$ cat config.mk
export PLATFORM = sky130hd
export DESIGN_NAME = ffa_ram
export DESIGN_NICKNAME = d
export VERILOG_FILES = /design/src/hdl/ffa_ram.sv
export SDC_FILE = /design/constraint.sdc
export NUM_CORES = 1
export LEC_CHECK = 0
export BUFFER_PORTS_ARGS = -buffer_cell sky130_fd_sc_hd__buf_2
export CORE_MARGIN = 2
export CORE_UTILIZATION = 45
export CTS_CLUSTER_DIAMETER = 150
export DETAILED_ROUTE_END_ITERATION = 12
export GPL_TIMING_DRIVEN = 1
export RECOVER_POWER = 50
export SYNTH_ARGS = -nofsm -noshare
export SYNTH_HDL_FRONTEND = slang
export SYNTH_SLANG_ARGS = --single-unit
$ cat constraint.sdc
create_clock -name clk -period 5.95 [get_ports clk]
set_input_delay 0.2975 -clock clk [delete_from_list [all_inputs] [get_ports clk]]
set_output_delay 0.2975 -clock clk [all_outputs]
set_load 0.01 [all_outputs]
$ cat src/hdl/ffa_ram.sv
// Generic single-port-write, single-port-read RAM with registered read data.
// No dependencies.
module ffa_ram #(
	parameter int Width = 16,
	parameter int Depth = 64
) (
	input logic clk,
	input logic we,
	input logic [$clog2(Depth)-1:0] waddr,
	input logic [Width-1:0] wdata,
	input logic [$clog2(Depth)-1:0] raddr,
	output logic [Width-1:0] rdata
);
	logic [Width-1:0] mem [Depth];

	always_ff @(posedge clk) begin
		if (we) mem[waddr] <= wdata;
		rdata <= mem[raddr];
	end
endmodule

## Word-level counts from Yosys, hierarchy flattened

Memory sizes are Yosys's and may differ from the RTL's. A register that Yosys moved wholly into a read port is not among the register bits.
Cells that the tools add are included.

| word-level totals | value |
|---|---|
| input port bits | 30 |
| memory bits (writable) | 1024 |
| flip-flop bits (word level) | 0 |
| memories | 1 |
| logic and storage cells | 3 |

| operators by class | value |
|---|---|
| muxes and demuxes | 2 |

Memories:

| memory | depth | bits a word | read ports | clocked after Yosys merged registers in | wr ports | line | source |
|---|---|---|---|---|---|---|---|
| mem | 64 | 16 | 1 | 1 | 1 | 14 | `logic [Width-1:0] mem [Depth];` |

Operators by type and width:

| cell | number |
|---|---|
| 1-bit 2-to-1 mux | 2 |

## Longest topological paths before layout

Gate-level depths: netlist of run 1.

| depth | value |
|---|---|
| depth in word-level cells | 2 |
| depth in mapped cells | 10 |

## Worst setup path before layout of run 1

No wires, ideal clock.

| timing path | value |
|---|---|
| kind | input-to-reg |
| from | input port waddr[3] |
| to | memory mem[48][0] (enable) |
| cell stages on the path | 4 |
| buffers on the path | 1 |
| library setup time | 409 ps |
| path slack | 3618 ps |
| arrival time | 1923 ps |
| required time | 5541 ps |
| cells stage by stage | clkbuf_1 nor2b_1 nand4b_1 nor3_1 |

RTL lines:

| what | line | source |
|---|---|---|
| from (decl) | 9 | `input logic [$clog2(Depth)-1:0] waddr,` |
| to (decl) | 14 |  |

No word-level cell before the write port.

## Worst setup path in the final report of run 1

| timing path | value |
|---|---|
| from | input port wdata[2] |
| to | memory mem[32][2] (data pin) |

RTL lines:

| what | line | source |
|---|---|---|
| from (decl) | 10 | `input logic [Width-1:0] wdata,` |

No word-level cell before the write port.

==> results.yml, run 1 <==
route:
  drt_iter0_drc: 2542
  ant_nets: 0
  wl_um: 97790
  vias_per_cell: 5.948
  drc: 0
  detailedRoute.firstPassIterationCount: 5
  vias: 19140
  post_drt_wl_per_cell_um: 30.40
place:
  io_buffers: 45
  pre_cts_ws_ns: 2.334
  gp_congestion: 0.8237
  hpwl_um: 56490
synthesis:
  synth_edf_count: 1024
  synth_seq_area_share_pct: 77.59
  ys_warn_count: 0
  postSynthAreaPerCell_um2: 21.89
  synthesis.area_um2: 40040
  synth_top_cell_by_area: "edfxtp_1"
  synthDistinctLibCells: 43
  synth.area.top_cells: "edfxtp_1 (77%), mux4_2 (12%), mux2i_1 (2.1%)"
  syn_inst: 1829
  synth_nets: 1859
  ys.flop_type: "edfxtp_1"
  synth_top_area_share_pct: 76.79
  yosysMostFrequentCell: "edfxtp_1"
  ys_async_sr_fraction_pct: 0
  synth_seq_cells: 1040
  synth_common_cells: "edfxtp_1 (1024), mux4_2 (220), mux2i_1 (85)"
clock_network:
  post_cts.repair.setup_buffers: 0
  clk_latency_ns: 0.65
  cts_resized: 0
  clockRootBuffer: "clkbuf_16"
  htreeDepth: 3
  postCtsHoldBufs: 0
  clockBufferDepth: 3
  numCtsBuffers: 104
  cts_tree: "built"
  clk_pin_slew_ns: 0.06
  clock_sinks: 1040
die:
  die_w_um: 302.3
  core_um2: 88240
  initial_core_util_pct: 45.38
  num_rows: 109
  io_pins: 46
  dieHeight_um: 302.3
  dieArea_um2: 91390
critical_path:
  crit_family: "buffers and inverters"
  critPathArrivalTime_ns: 3.00
  worstPathCellList: "buf_2 -> clkbuf_1"
  cp.required_ns: 5.87
  critical_path_buf_inv_count: 2
  rr_startpoint: "mem[23][3]"
  critical_path.endpoint_type: "register"
  r2r_end: "rdata[3]"
  cp_slowest_cell: "clkbuf_1"
  r2r_slack_ns: 3.76
  crit_path_start_kind: "input port"
  cp_max_fo: 64
  worstRegToRegCells: 5
  crit_type: "in -> reg"
  slowest_delay_ns: 2.49
run_status:
  violations: "max-capacitance violations, max-slew violations"
  status: "finished, violations left"
global_routing:
  grt.total_usage_pct: 21.63
  grt_pass1_vias: 19070
  antenna_found_initial: 10
  grt_pass1_wl_um: 140200
  grt_max_degree: 109
  grt-ovfl-total: 0
cells_and_area:
  num-nets-final: 1990
  drive_gt1_share_pct: 25.33
  area_growth_pct: 12.39
sta:
  finalHoldViolCount: 0
  rsz0062_at_grt: "false"
  timing.setup.tns_ns: 0
  finalCritPeriodShare_pct: 51.81
  tightestPinTransition_ns: 3.662
  slew_viol_final: 1041
  skew_ns: 0.02583
  slew_headroom_pct: -144.1
  finalCriticalPeriod_ns: 3.083
  finalSetupViolations: 0
  setup_ws_ns: 2.867
  fmaxAchievable_mhz: 324.4
min_path:
  min_path_cells: 2
  min_from: "waddr[2]"
  min_path_type: "in -> reg"
  hold_end: "mem[49][12]"
power_and_ir_drop:
  p_leak_uw: 0.01413
  vdd_drop_max_v: 0.0002210
  power.density_nw_per_um2: 339.8
flow_run:
  cap_violations: 16
-- cell families (layout without fill, tap and decap cells) --
logic type / Yosys count / after routing / synth area share, %
DFF: 1040 / 1040 / 77.59
muxes: 336 / 336 / 15.52
and+or+nand+nor: 220 / 220 / 2.647
AOI/OAI and AO/OA: 129 / 129 / 2.409
buffers and inverters: 104 / 324 / 1.831
other: 0 / 3 / 0
-- power by group --
group / internal (uW) / total [uW] / leakage [uW] / switching [uW]
registers: 8130 / 8170 / 0.00935 / 41.7
logic: 254 / 739 / 0.00316 / 485
clock network: 3670 / 6380 / 0.00163 / 2710
-- through the flow --
step / utilization (%) / area [um^2] / total power, uW / hold slack (ns) / instances
floorplan: - / 40040 / 8705 / 0.3964 / 1829
global placement: 47.30 / 41740 / 9051 / 0.7259 / 3019
detailed placement: 47.30 / 41740 / 9060 / 0.7231 / 3019
CTS: 51.07 / 45070 / 15400 / 0.2249 / 3214
global route: 50.99 / 45000 / 15730 / 0.2709 / 3214
finish: 51.00 / 45000 / 15290 / 0.2642 / 3217
-- routing by layer --
metal  up-vias  global-route usage [%]  routed length (um)
li1       7947                       -                   -
met1     10290                   31.47               41290
met2       759                   34.63               47060
met3       138                   3.972                7673
met4         2                   4.373                1765
met5         -                       0                  13
-- cell usage in the layout (no fill, tap or decap), drive strengths merged, types with 8 or more instances in the layout --
master / synthesis / layout
bufinv: 0 / 8
nor2b: 30 / 30
clkinv: 0 / 45
dfxtp: 16 / 16
mux2: 27 / 27
a311oi: 8 / 8
o21ai: 8 / 8
nand3: 24 / 24
mux2i: 85 / 85
nor2: 74 / 74
nand4: 12 / 12
a211o: 8 / 8
buf: 77 / 109
a21oi: 17 / 17
a221oi: 16 / 16
a211oi: 8 / 8
edfxtp: 1024 / 1024
a31oi: 8 / 8
nand2: 60 / 60
a22oi: 39 / 39
clkbuf: 27 / 156
mux4: 224 / 224
-- final cells by class --
cell class	count	area [um^2]
clock buffers	136	2806
diodes	3	7.507
well taps	1165	1458
flip-flops and latches	1040	31070
fillers	6859	43230
multi-input cells	685	8289
repair buffers	129	849.6
clock inverters	59	524.3
-- worst max-delay path by stage --
stage	startpoint	to	cells past startpoint
final	wdata[2]	mem[32][2]	2
after detailed placement	raddr[0]	rdata[2]	6
after global routing	wdata[2]	mem[32][2]	2
after global placement	raddr[0]	rdata[2]	6
after CTS	raddr[0]	rdata[2]	6
after floorplan	waddr[3]	mem[48][0]	4
-- flip-flops by register name, summed over array words and instances, names as in the netlist --
| signal | flops |
|---|---|
| mem | 1024 |
| rdata | 16 |
Note: power is estimated with default switching activity, not from simulation.
==> run 2: changes to the inputs <==
ABC_AREA = 1   (was unset)
clock period = 3.1 ns   (was 5.95 ns; I/O delays follow)
==> run 2 against run 1 <==
Against the previous run:
- the flow still finishes with violations (max-capacitance violations, max-slew violations)
- critical path depth increased by 1
- combinational power increased to 2.6 times the previous value
- register-to-register slack got worse by 2.4 ns
- core utilization decreased by 0.24 points
- first-iteration DRC count increased by 31%
- via count increased by 42%
- synthesized cell count increased by 92%
- sequential share of layout area decreased by 3.3 points
- clock skew decreased by 0.0033 ns
- final cell count increased by 53%
- clock power increased by 94%
- largest cell class unchanged
==> results.yml, run 2 <==
run_status:
  status: "finished, violations left"
  violations: "max-capacitance violations, max-slew violations"
synthesis:
  synth.area.top_cells: "edfxtp_1 (73%), nand2_1 (12%), nand3_1 (10%)"
  synthDistinctLibCells: 16
  synth_common_cells: "nand2_1 (1296), edfxtp_1 (1024), nand3_1 (871)"
  synthesis.area_um2: 42100
  synth_nets: 3547
  yosysMostFrequentCell: "nand2_1"
  synth_top_area_share_pct: 73.04
  ys_warn_count: 0
  syn_inst: 3517
  ys_async_sr_fraction_pct: 0
  postSynthAreaPerCell_um2: 11.97
  synth_seq_cells: 1040
  synth_seq_area_share_pct: 73.80
  synth_top_cell_by_area: "edfxtp_1"
  synth_edf_count: 1024
  ys.flop_type: "edfxtp_1"
clock_network:
  numCtsBuffers: 105
  cts_tree: "built"
  clk_latency_ns: 0.68
  clockRootBuffer: "clkbuf_16"
  htreeDepth: 3
  clk_pin_slew_ns: 0.06
  clockBufferDepth: 3
  clock_sinks: 1040
  cts_resized: 0
route:
  ant_nets: 0
  detailedRoute.firstPassIterationCount: 6
  drt_iter0_drc: 3324
  vias: 27220
  post_drt_wl_per_cell_um: 23.23
  wl_um: 114500
  vias_per_cell: 5.523
  drc: 0
flow_run:
  cap_violations: 16
global_routing:
  grt_max_degree: 125
  grt.total_usage_pct: 23.96
  antenna_found_initial: 7
  grt_pass1_vias: 25830
  grt_pass1_wl_um: 169600
  grt-ovfl-total: 0
cells_and_area:
  top_register: "mem"
  largest_reg_flops: 1024
  drive_gt1_share_pct: 8.962
  final_cell_mix: "nand2_1 (1296), edfxtp_1 (1024), nand3_1 (871)"
  largestRegisters: "mem (1024), rdata (16)"
  layout_commonest_cell: "nand2_1"
  area_growth_pct: 12.20
  num-nets-final: 3612
sta:
  finalCriticalPeriod_ns: 2.309
  slew_viol_final: 632
  rsz0062_at_grt: "false"
  timing.setup.tns_ns: 0
  tightestPinTransition_ns: 2.889
  slew_headroom_pct: -92.63
  fmaxAchievable_mhz: 433.1
  finalCritPeriodShare_pct: 74.49
  finalSetupViolations: 0
  skew_ns: 0.02254
  finalHoldViolCount: 0
die:
  core_um2: 93050
  dieHeight_um: 309.9
  initial_core_util_pct: 45.24
  io_pins: 46
  num_rows: 112
  dieArea_um2: 96020
  die_w_um: 309.9
place:
  io_buffers: 45
  gp_congestion: 0.9383
  hpwl_um: 66690
min_path:
  min_from: "waddr[0]"
  min_path_type: "in -> reg"
  min_path_cells: 3
  hold_end: "mem[48][7]"
critical_path:
  critPathArrivalTime_ns: 2.79
  crit_type: "in -> reg"
  critical_path.endpoint_type: "register"
  r2r_end: "rdata[13]"
  crit_path_start_kind: "input port"
  r2r_slack_ns: 1.40
  rr_startpoint: "mem[57][13]"
  cp_max_fo: 47
  worstRegToRegCells: 8
  cp.required_ns: 3.58
power_and_ir_drop:
  power.density_nw_per_um2: 635.1
  vdd_drop_max_v: 0.0004554
  power_uw: 30000
  p_leak_uw: 0.01696
## run 2: cell count changes in the layout (fill, tap and decap cells not counted), moves of 13 or more
cell      before   now
mux2i_1       85     0
a21oi_1       17     0
nand2_1       59  1296
clkbuf_1      47    34
mux2_2        27     0
nand3_1       24   871
a221oi_1      16     0
nor2b_1       28     0
buf_12         3    25
mux4_2       220     0
buf_4         63   102
a22oi_1       39     0
## run 2: metrics by stage
stage	cells	util [%]	instance area (um^2)	hold slack, ns	setup WS (ns)
global placement	4728	47.19	43910	0.5918	0.7192
detailed placement	4728	47.19	43910	0.5829	0.7058
floorplan	3517	-	42100	0.2539	0.3909
finish	4928	50.77	47240	0.1735	0.7910
global route	4925	50.76	47230	0.1808	0.6939
CTS	4925	50.82	47290	0.07033	1.407
## run 2: layer usage
metal  up-vias  wire (um)  GRT usage (%)  part of all wire, %
met5         -         41              0                0.036
met4         8       3365          7.606                  2.9
met3       180       9936          4.809                  8.7
met2      1100      52660          36.58                   46
met1     13400      48500          34.65                   42
li1      12530          -              -                    -
## run 2: area by class of cell
cell class                 count  area, um^2
timing repair buffer         183        1549
clock buffer                 125        2788
inverter                      12       71.32
multi-input combinational   2240        9600
sequential                  1040       31070
clock inverter                71       581.8
tap                         1254        1569
fill                        8152       45810
antenna                        3       7.507
## run 2: critical path: stages
cell and delay [ns]:
buf_2 0.07, clkbuf_1 1.99, buf_4 0.52
## run 2: kinds of logic (layout without fill, tap and decap cells)
family / count (synthesis) / in the layout / share of synthesized area [%]
buffers and inverters: 237 / 391 / 3.537
flip-flops: 1040 / 1040 / 73.80
other: 0 / 3 / 0
AND/OR/NAND/NOR: 2240 / 2240 / 22.66
## run 2: power breakdown
part	total, uW	internal, uW	switching, uW	leakage (uW)
Combinational	1910	461	1450	0.00598
Sequential	15600	15600	62.8	0.00935
Clock	12400	7150	5300	0.00164
Total	30000	23200	6820	0.0170
## run 2: worst max path at each step
stage                   from  depth (start not counted)          to  slack, ns
floorplan                 we                          3  mem[48][0]       0.39
global placement    raddr[0]                         12    rdata[0]       0.72
detailed placement  raddr[0]                         12    rdata[0]       0.71
CTS                 raddr[0]                         12    rdata[0]       1.41
global route        wdata[4]                          3  mem[47][4]       0.69
finish              wdata[4]                          3  mem[46][4]       0.79
## run 2: timing repair
item	4_1_cts	5_1_grt
hold buffers	1	0
endpoints found under the setup margin	0	0
buffers inserted	0	0
hold endpoints to repair	11	0
